File: config.mk
export PLATFORM = sky130hd
export DESIGN_NAME = torrent_handshake_hash_extractor_unit_flat
export DESIGN_NICKNAME = d
export VERILOG_FILES = /design/src/rtl/core/thhe_pkg.sv /design/src/rtl/core/thhe_in_if.sv /design/src/rtl/core/thhe_out_if.sv /design/src/rtl/core/torrent_handshake_hash_extractor_unit.sv /design/src/rtl/core/thhe_ctrl.sv /design/src/rtl/core/thhe_dp.sv /design/src/flat_wrapper.sv
export SDC_FILE = /design/constraint.sdc
export NUM_CORES = 1
export LEC_CHECK = 0
export ABC_AREA = 1
export BUFFER_PORTS_ARGS = -buffer_cell sky130_fd_sc_hd__buf_2
export CORE_MARGIN = 8
export CORE_UTILIZATION = 55
export DETAILED_ROUTE_END_ITERATION = 8
export GPL_TIMING_DRIVEN = 0
export PLACE_DENSITY_LB_ADDON = 0.25
export SYNTH_ARGS = -nofsm -noshare
export SYNTH_HDL_FRONTEND = slang
export SYNTH_SLANG_ARGS = --single-unit
File: constraint.sdc
create_clock -name clk -period 3.3 [get_ports clk]
set_input_delay 0.66 -clock clk [delete_from_list [all_inputs] [get_ports clk]]
set_output_delay 0.66 -clock clk [all_outputs]
set_load 0.02 [all_outputs]
File: src/rtl/core/thhe_pkg.sv
`timescale 1ns / 1ps

package thhe_pkg;

	localparam int HASH_BYTES     = 20;
	localparam int RESERVED_BYTES = 8;
	localparam int IDENT_LEN      = 19;
	localparam int HASH_START     = 1 + IDENT_LEN + RESERVED_BYTES;
	localparam int FULL_LEN       = HASH_START + HASH_BYTES;
	localparam int POS_W          = $clog2(FULL_LEN + 1);
	localparam int HIDX_W         = 5;

	localparam logic [7:0] UDP_PROTO = 8'h11;
	localparam logic [7:0] LEN_BYTE  = 8'(IDENT_LEN);

	typedef enum logic [1:0] {
		ST_IDLE = 2'b01,
		ST_EMIT = 2'b10
	} state_t;

	typedef struct packed {
		logic step;
		logic next;
	} ctrl_cmd_t;

	typedef struct packed {
		logic last;
	} dp_stat_t;

	function automatic logic [7:0] fold_case(input logic [7:0] c);
		if (c >= 8'h41 && c <= 8'h5a)
			return c + 8'd32;
		return c;
	endfunction

	// lower-case ident text, "bittorrent protocol"
	function automatic logic [7:0] ident_char(input logic [4:0] i);
		case (i)
			5'd0:    return 8'h62;
			5'd1:    return 8'h69;
			5'd2:    return 8'h74;
			5'd3:    return 8'h74;
			5'd4:    return 8'h6f;
			5'd5:    return 8'h72;
			5'd6:    return 8'h72;
			5'd7:    return 8'h65;
			5'd8:    return 8'h6e;
			5'd9:    return 8'h74;
			5'd10:   return 8'h20;
			5'd11:   return 8'h70;
			5'd12:   return 8'h72;
			5'd13:   return 8'h6f;
			5'd14:   return 8'h74;
			5'd15:   return 8'h6f;
			5'd16:   return 8'h63;
			5'd17:   return 8'h6f;
			5'd18:   return 8'h6c;
			default: return 8'h00;
		endcase
	endfunction

endpackage

File: src/rtl/core/thhe_in_if.sv
`timescale 1ns / 1ps

interface thhe_in_if;
	logic       valid;
	logic       ready;
	logic [7:0] payload_byte;
	logic       packet_end;
	logic [7:0] ip_protocol;

	modport source (output valid, output payload_byte, output packet_end,
		output ip_protocol, input ready);
	modport sink (input valid, input payload_byte, input packet_end,
		input ip_protocol, output ready);
endinterface

File: src/rtl/core/thhe_out_if.sv
`timescale 1ns / 1ps

interface thhe_out_if;
	logic       valid;
	logic       ready;
	logic [7:0] hash_byte;
	logic [4:0] hash_index;
	logic       run_last;
	logic       ident_matched;
	logic       hash_valid;

	modport source (output valid, output hash_byte, output hash_index,
		output run_last, output ident_matched, output hash_valid, input ready);
	modport sink (input valid, input hash_byte, input hash_index,
		input run_last, input ident_matched, input hash_valid, output ready);
endinterface

File: src/rtl/core/torrent_handshake_hash_extractor_unit.sv
`timescale 1ns / 1ps

// payload bytes enter on in_ch, one word per accepted handshake, each with
// its packet_end mark and the packet's ip protocol number
// results leave on out_ch: on the word carrying packet_end the block gives
// either one word (ident not matched, UDP protocol, or packet too short for the hash)
// or 20 words holding the info hash, run_last set on the final one
// a byte without packet_end is accepted and gives nothing
// the first result is shown the cycle after the end word is accepted, and
// each further hash word is shown in the cycle after the previous is taken
// while results are being delivered in_ch.ready stays low, so the next
// packet starts once the last result word has been taken
// a stall on out_ch holds the current result word steady and delays the rest
// reset clears the byte position and the per-packet checks and returns the
// controller to accepting input; the hash store itself is not cleared
module torrent_handshake_hash_extractor_unit (
	input logic        clk,
	input logic        arst_n,
	thhe_in_if.sink    in_ch,
	thhe_out_if.source out_ch
);

	thhe_pkg::ctrl_cmd_t cmd;
	thhe_pkg::dp_stat_t  stat;

	thhe_ctrl u_ctrl (
		.clk       (clk),
		.arst_n    (arst_n),
		.in_valid  (in_ch.valid),
		.in_end    (in_ch.packet_end),
		.in_ready  (in_ch.ready),
		.out_valid (out_ch.valid),
		.out_ready (out_ch.ready),
		.cmd       (cmd),
		.stat      (stat)
	);

	thhe_dp u_dp (
		.clk           (clk),
		.arst_n        (arst_n),
		.cmd           (cmd),
		.stat          (stat),
		.payload_byte  (in_ch.payload_byte),
		.packet_end    (in_ch.packet_end),
		.ip_protocol   (in_ch.ip_protocol),
		.hash_byte     (out_ch.hash_byte),
		.hash_index    (out_ch.hash_index),
		.run_last      (out_ch.run_last),
		.ident_matched (out_ch.ident_matched),
		.hash_valid    (out_ch.hash_valid)
	);

endmodule

File: src/rtl/core/thhe_ctrl.sv
`timescale 1ns / 1ps

module thhe_ctrl (
	input  logic                clk,
	input  logic                arst_n,
	input  logic                in_valid,
	input  logic                in_end,
	output logic                in_ready,
	output logic                out_valid,
	input  logic                out_ready,
	output thhe_pkg::ctrl_cmd_t cmd,
	input  thhe_pkg::dp_stat_t  stat
);

	thhe_pkg::state_t state_q;
	thhe_pkg::state_t state_d;

	always_comb begin
		state_d   = state_q;
		in_ready  = 1'b0;
		out_valid = 1'b0;
		cmd       = '0;
		case (state_q)
			thhe_pkg::ST_IDLE: begin
				in_ready = 1'b1;
				cmd.step = in_valid;
				if (in_valid && in_end)
					state_d = thhe_pkg::ST_EMIT;
			end
			thhe_pkg::ST_EMIT: begin
				out_valid = 1'b1;
				if (out_ready) begin
					if (stat.last)
						state_d = thhe_pkg::ST_IDLE;
					else
						cmd.next = 1'b1;
				end
			end
			default: begin
				state_d = thhe_pkg::ST_IDLE;
			end
		endcase
	end

	always_ff @(posedge clk or negedge arst_n) begin
		if (!arst_n)
			state_q <= thhe_pkg::ST_IDLE;
		else
			state_q <= state_d;
	end

endmodule

File: src/rtl/core/thhe_dp.sv
`timescale 1ns / 1ps

module thhe_dp (
	input  logic                clk,
	input  logic                arst_n,
	input  thhe_pkg::ctrl_cmd_t cmd,
	output thhe_pkg::dp_stat_t  stat,
	input  logic [7:0]          payload_byte,
	input  logic                packet_end,
	input  logic [7:0]          ip_protocol,
	output logic [7:0]          hash_byte,
	output logic [4:0]          hash_index,
	output logic                run_last,
	output logic                ident_matched,
	output logic                hash_valid
);

	localparam logic [thhe_pkg::POS_W-1:0] POS_IDENT = thhe_pkg::POS_W'(thhe_pkg::IDENT_LEN);
	localparam logic [thhe_pkg::POS_W-1:0] POS_HASH  = thhe_pkg::POS_W'(thhe_pkg::HASH_START);
	localparam logic [thhe_pkg::POS_W-1:0] POS_FULL  = thhe_pkg::POS_W'(thhe_pkg::FULL_LEN);
	localparam logic [thhe_pkg::HIDX_W-1:0] IDX_LAST =
		thhe_pkg::HIDX_W'(thhe_pkg::HASH_BYTES - 1);

	logic [thhe_pkg::POS_W-1:0]  pos_q;
	logic                        ok_q;
	logic [7:0]                  store_q [thhe_pkg::HASH_BYTES];
	logic [7:0]                  hbyte_q;
	logic [thhe_pkg::HIDX_W-1:0] hidx_q;
	logic                        last_q;
	logic                        matched_q;
	logic                        valid_q;

	logic [thhe_pkg::POS_W-1:0]  pos_next;
	logic [thhe_pkg::POS_W-1:0]  hoff;
	logic [thhe_pkg::HIDX_W-1:0] widx;
	logic [thhe_pkg::HIDX_W-1:0] nidx;
	logic [4:0]                  cidx;
	logic                        in_hash;
	logic                        ok_next;
	logic                        matched;
	logic                        valid;
	logic [7:0]                  first_byte;

	always_comb begin
		hoff     = pos_q - POS_HASH;
		widx     = hoff[thhe_pkg::HIDX_W-1:0];
		in_hash  = (pos_q >= POS_HASH) && (pos_q < POS_FULL);
		cidx     = pos_q[4:0] - 5'd1;
		pos_next = (pos_q < POS_FULL) ? pos_q + 1'b1 : pos_q;
		ok_next  = ok_q && (ip_protocol != thhe_pkg::UDP_PROTO);
		if (pos_q == '0) begin
			if (payload_byte != thhe_pkg::LEN_BYTE)
				ok_next = 1'b0;
		end else if (pos_q <= POS_IDENT) begin
			if (thhe_pkg::fold_case(payload_byte) != thhe_pkg::ident_char(cidx))
				ok_next = 1'b0;
		end
		matched = ok_next && (pos_next > POS_IDENT);
		valid   = matched && (pos_next >= POS_FULL);
		// entry zero may be written by this very byte
		first_byte = (in_hash && widx == '0) ? payload_byte : store_q[0];
		nidx       = hidx_q + 1'b1;
	end

	always_ff @(posedge clk or negedge arst_n) begin
		if (!arst_n) begin
			pos_q <= '0;
			ok_q  <= 1'b1;
		end else if (cmd.step) begin
			if (packet_end) begin
				pos_q <= '0;
				ok_q  <= 1'b1;
			end else begin
				pos_q <= pos_next;
				ok_q  <= ok_next;
			end
		end
	end

	always_ff @(posedge clk) begin
		if (cmd.step && in_hash)
			store_q[widx] <= payload_byte;
	end

	always_ff @(posedge clk) begin
		if (cmd.step && packet_end) begin
			hbyte_q   <= valid ? first_byte : 8'd0;
			hidx_q    <= '0;
			last_q    <= !valid || (IDX_LAST == '0);
			matched_q <= matched;
			valid_q   <= valid;
		end else if (cmd.next) begin
			hbyte_q <= store_q[nidx];
			hidx_q  <= nidx;
			last_q  <= (nidx == IDX_LAST);
		end
	end

	assign stat.last     = last_q;
	assign hash_byte     = hbyte_q;
	assign hash_index    = 5'(hidx_q);
	assign run_last      = last_q;
	assign ident_matched = matched_q;
	assign hash_valid    = valid_q;

endmodule
File: src/flat_wrapper.sv
// flat-port wrapper written by rule: the top's interface ports become plain ports
module torrent_handshake_hash_extractor_unit_flat 
  (clk, arst_n, in_ch_valid, in_ch_payload_byte, in_ch_packet_end, in_ch_ip_protocol, in_ch_ready, out_ch_valid, out_ch_hash_byte, out_ch_hash_index, out_ch_run_last, out_ch_ident_matched, out_ch_hash_valid, out_ch_ready);
  thhe_in_if in_ch_i ();
  thhe_out_if out_ch_i ();
  input logic clk;
  input logic arst_n;
  input wire logic [$bits(in_ch_i.valid)-1:0] in_ch_valid;
  input wire logic [$bits(in_ch_i.payload_byte)-1:0] in_ch_payload_byte;
  input wire logic [$bits(in_ch_i.packet_end)-1:0] in_ch_packet_end;
  input wire logic [$bits(in_ch_i.ip_protocol)-1:0] in_ch_ip_protocol;
  output wire logic [$bits(in_ch_i.ready)-1:0] in_ch_ready;
  output wire logic [$bits(out_ch_i.valid)-1:0] out_ch_valid;
  output wire logic [$bits(out_ch_i.hash_byte)-1:0] out_ch_hash_byte;
  output wire logic [$bits(out_ch_i.hash_index)-1:0] out_ch_hash_index;
  output wire logic [$bits(out_ch_i.run_last)-1:0] out_ch_run_last;
  output wire logic [$bits(out_ch_i.ident_matched)-1:0] out_ch_ident_matched;
  output wire logic [$bits(out_ch_i.hash_valid)-1:0] out_ch_hash_valid;
  input wire logic [$bits(out_ch_i.ready)-1:0] out_ch_ready;
  assign in_ch_i.valid = in_ch_valid;
  assign in_ch_i.payload_byte = in_ch_payload_byte;
  assign in_ch_i.packet_end = in_ch_packet_end;
  assign in_ch_i.ip_protocol = in_ch_ip_protocol;
  assign in_ch_ready = in_ch_i.ready;
  assign out_ch_valid = out_ch_i.valid;
  assign out_ch_hash_byte = out_ch_i.hash_byte;
  assign out_ch_hash_index = out_ch_i.hash_index;
  assign out_ch_run_last = out_ch_i.run_last;
  assign out_ch_ident_matched = out_ch_i.ident_matched;
  assign out_ch_hash_valid = out_ch_i.hash_valid;
  assign out_ch_i.ready = out_ch_ready;
  torrent_handshake_hash_extractor_unit u_core (.clk(clk), .arst_n(arst_n), .in_ch(in_ch_i), .out_ch(out_ch_i));
endmodule
==> run metrics <==
average size of a mapped cell 11.08 um2; initial detailed-routing violation count 732; commonest non-fill, non-tap cell in the layout edfxtp_1; highest fanout seen on the critical path 18; Reg2Reg Setup Slack roughly 320 ps; Clk pin slew, worst setup/hold paths 70 ps; final cell count without fillers 1,021; Period Utilization, post-route about nine tenths; share of flip-flops with an asynchronous set or reset after synthesis 4.865%; count of inserted antenna diode cells 0; Syn. warnings 0; count of nets after finishing 855; placed cells 990; sink count of the clock tree 185; Fin Setup TNS 0 ps; transition time at the pin with the least slew margin 842.4 ps; unrepaired setup endpoints after global routing no; cell area power density around 730 nW/um2; layout cell share with drive strength beyond 1 14.41%; Die Span X roughly 140 um; global placement routability congestion 0.9523; #FFs+latches synth around 190; path category of the worst min-delay check primary input to asynchronous set/reset pin; maximum level of the CTS H-tree 4; residual antenna-violating net count after detailed routing 0; Core Util, Final between 60 and 70%; Reg-to-Reg End u_core.u_dp.hash_byte[3]; total global-route track usage 22.32%; type of element launching the critical path flip-flop; static leakage power 3.491 nW; num ports 39; number of max-slew violations in the final report 0; worst reg-to-reg path cell count 11; status finished clean; root buf cell clkbuf_16; Core Footprint 15,150 um2; count of TritonRoute iterations in the first routing pass 5; buffers added on ports 38; number of CTS-inserted buffers 17; cell taking the most area after synthesis edfxtp_1; most frequent cells in the layout edfxtp_1, nor2_1, nand2_1; Starting Density about 56%; area share of the leading cell type in the synthesized netlist 60.67%; first-pass GRT wire length 33,420 um; Total Power Consumption a little under 0.007 W; CP Class flip-flop to flip-flop; Cells after Synth 764; grt total ovfl 0; TritonCTS clock tree built; synthesized net count 799; post-synthesis cell area 8464 um2; Fin Clk Skew between 7 and 8 ps; synthesis-to-layout area growth 11.94%; maxcap violations 0; final hold violation count 0; Die Outline Area a little under 20,000 um2; portion of the post-synthesis area used by sequential elements 64.54%; antenna violations before repair 0; buffer levels on the longest clock path 2; pin count of the biggest net entering global routing 28; number of global-route vias before repair 6,017; kind of end point of the critical path flip-flop; Relative slew margins 43.63%; Arrival @ worst endpoint 3270 ps; highest achievable clock rate ~340 MHz; EDFF count, synth ~170; via density per instance around 6.1; die height 140.1 um; total via count in the routed design 6,236; final setup violation count 0; minimum clock period 2979 ps; total DRC errors in the routed layout 0; total wirelength of the detailed-routed design between 20,000 and 25,000 um; Final HPWL DP 14,600 um; insertion delay of the later-clocked pin in the worst-skew pair 430 ps; standard-cell rows 45; Crit Reg-Reg Startpoint u_core.u_dp.hash_index[0]; most used flip-flop cell after synthesis edfxtp_1; synth unique cells 44; hold-fix buffer count after cts 0; Worst IR Drop VDD about 0.46 mV; routed wirelength normalized by instance count roughly 21 um; leading cell types by total area after synthesis edfxtp_1, nor2_1, o21ai_0, o221ai_1, nand2_1; data required time of the critical path between 3000 and 4000 ps
==> sequential cells by signal, summed over array words and instances, names as in the netlist <==
register,flops
u_core.u_dp.hash_index,5
u_core.u_dp.pos_q,6
u_core.u_dp.hash_valid,1
u_core.u_dp.hash_byte,8
u_core.u_dp.ident_matched,1
u_core.u_dp.run_last,1
u_core.u_ctrl.state_q,2
u_core.u_dp.store_q,160
u_core.u_dp.ok_q,1
==> repair_timing <==
| item | 4_1_cts | 5_1_grt |
|---|---|---|
| setup buffers | 0 | 0 |
| gates resized for setup | 3 | 5 |
| endpoints found under the setup margin | 2 | 8 |
==> worst max path at each step <==
stage / startpoint / end / slack (ps) / cells past startpoint
2_1_floorplan: u_core.u_dp.pos_q[0] / u_core.u_dp.run_last / 840 / 19
3_3_place_gp: u_core.u_dp.hash_index[0] / u_core.u_dp.hash_byte[0] / 40 / 12
3_5_place_dp: u_core.u_dp.hash_index[0] / u_core.u_dp.hash_byte[3] / -10 / 12
4_1_cts: u_core.u_dp.hash_index[0] / u_core.u_dp.hash_byte[0] / 40 / 11
5_1_grt: u_core.u_dp.pos_q[0] / u_core.u_dp.run_last / 180 / 19
6_report: u_core.u_dp.hash_index[0] / u_core.u_dp.hash_byte[3] / 320 / 11
==> metrics by stage <==
| stage | hold slack (ps) | setup slack (ps) | area [um2] |
|---|---|---|---|
| final | 79.42 | 320.6 | 9475 |
| after global routing | 82.63 | 183.8 | 9475 |
| after CTS | 73.96 | 36.57 | 9474 |
| after detailed placement | 526.7 | -9.777 | 8890 |
| after global placement | 516.1 | 37.03 | 8890 |
| after floorplan | 364.4 | 835.4 | 8464 |
==> per-layer routing <==
layer / part of all wire (%) / global-route usage, %
met3: 8.2 / 4.179
met4: 3.3 / 9.429
met5: 0 / 0
met2: 47 / 35.57
met1: 41 / 29.57
==> cells in the mapped netlist (2+ instances only) <==
| cell type | number |
|---|---|
| a31oi_1 | 2 |
| nand4_1 | 12 |
| nand3_2 | 2 |
| a211oi_1 | 5 |
| nor2_1 | 125 |
| clkbuf_1 | 25 |
| dfstp_2 | 2 |
| buf_2 | 4 |
| nand2_2 | 9 |
| inv_2 | 6 |
| nand2_4 | 5 |
| xor2_1 | 5 |
| o221ai_1 | 40 |
| nor2_2 | 2 |
| ha_1 | 14 |
| nand2_1 | 90 |
| edfxtp_1 | 171 |
| dfxtp_1 | 5 |
| or2_2 | 4 |
| o21ai_0 | 87 |
| dfrtp_1 | 7 |
| o21ai_2 | 3 |
| o21ai_1 | 3 |
| nand3_1 | 57 |
| nor3_1 | 4 |
| inv_1 | 43 |
| o22ai_1 | 4 |
| a21oi_1 | 12 |
==> power breakdown <==
| group | switching [W] | leakage [nW] | total [W] | internal, W |
|---|---|---|---|---|
| logic | 0.00156 | 1.52 | 0.00224 | 0.000677 |
| clock network | 0.000840 | 0.280 | 0.00199 | 0.00115 |
| registers | 0.0000584 | 1.69 | 0.00268 | 0.00262 |
| total | 0.00246 | 3.49 | 0.00691 | 0.00446 |
==> logic make-up after synthesis <==
kind of cell / share of synthesized area, %
xor gates and xnor gates: 0.8426
DFF: 64.54
buffers and inverters: 4.242
AOI/OAI and AO/OA: 11.86
adders and majority gates: 2.069
and+or+nand+nor: 16.45
==> cell type report <==
type / instances / area [um2]
fill: 1144 / 5670
sequential: 185 / 5463
clock inverter: 11 / 120.1
timing repair buffer: 38 / 190.2
multi-input combinational: 493 / 2643
inverter: 53 / 207.7
buffer: 32 / 156.4
tap: 188 / 235.2
clock buffer: 21 / 460.4
==> critical path, stage by stage (launching register included) <==
cell and delay, ps:
dfxtp_1 530, clkbuf_4 300, inv_2 180, ha_1 440
inv_1 160, clkbuf_2 240, o21ai_0 130, o221ai_1 260
nand3_1 190, nand3_1 160, nand3_1 110, nand2_1 130
Note: power is estimated with default switching activity, not from simulation.
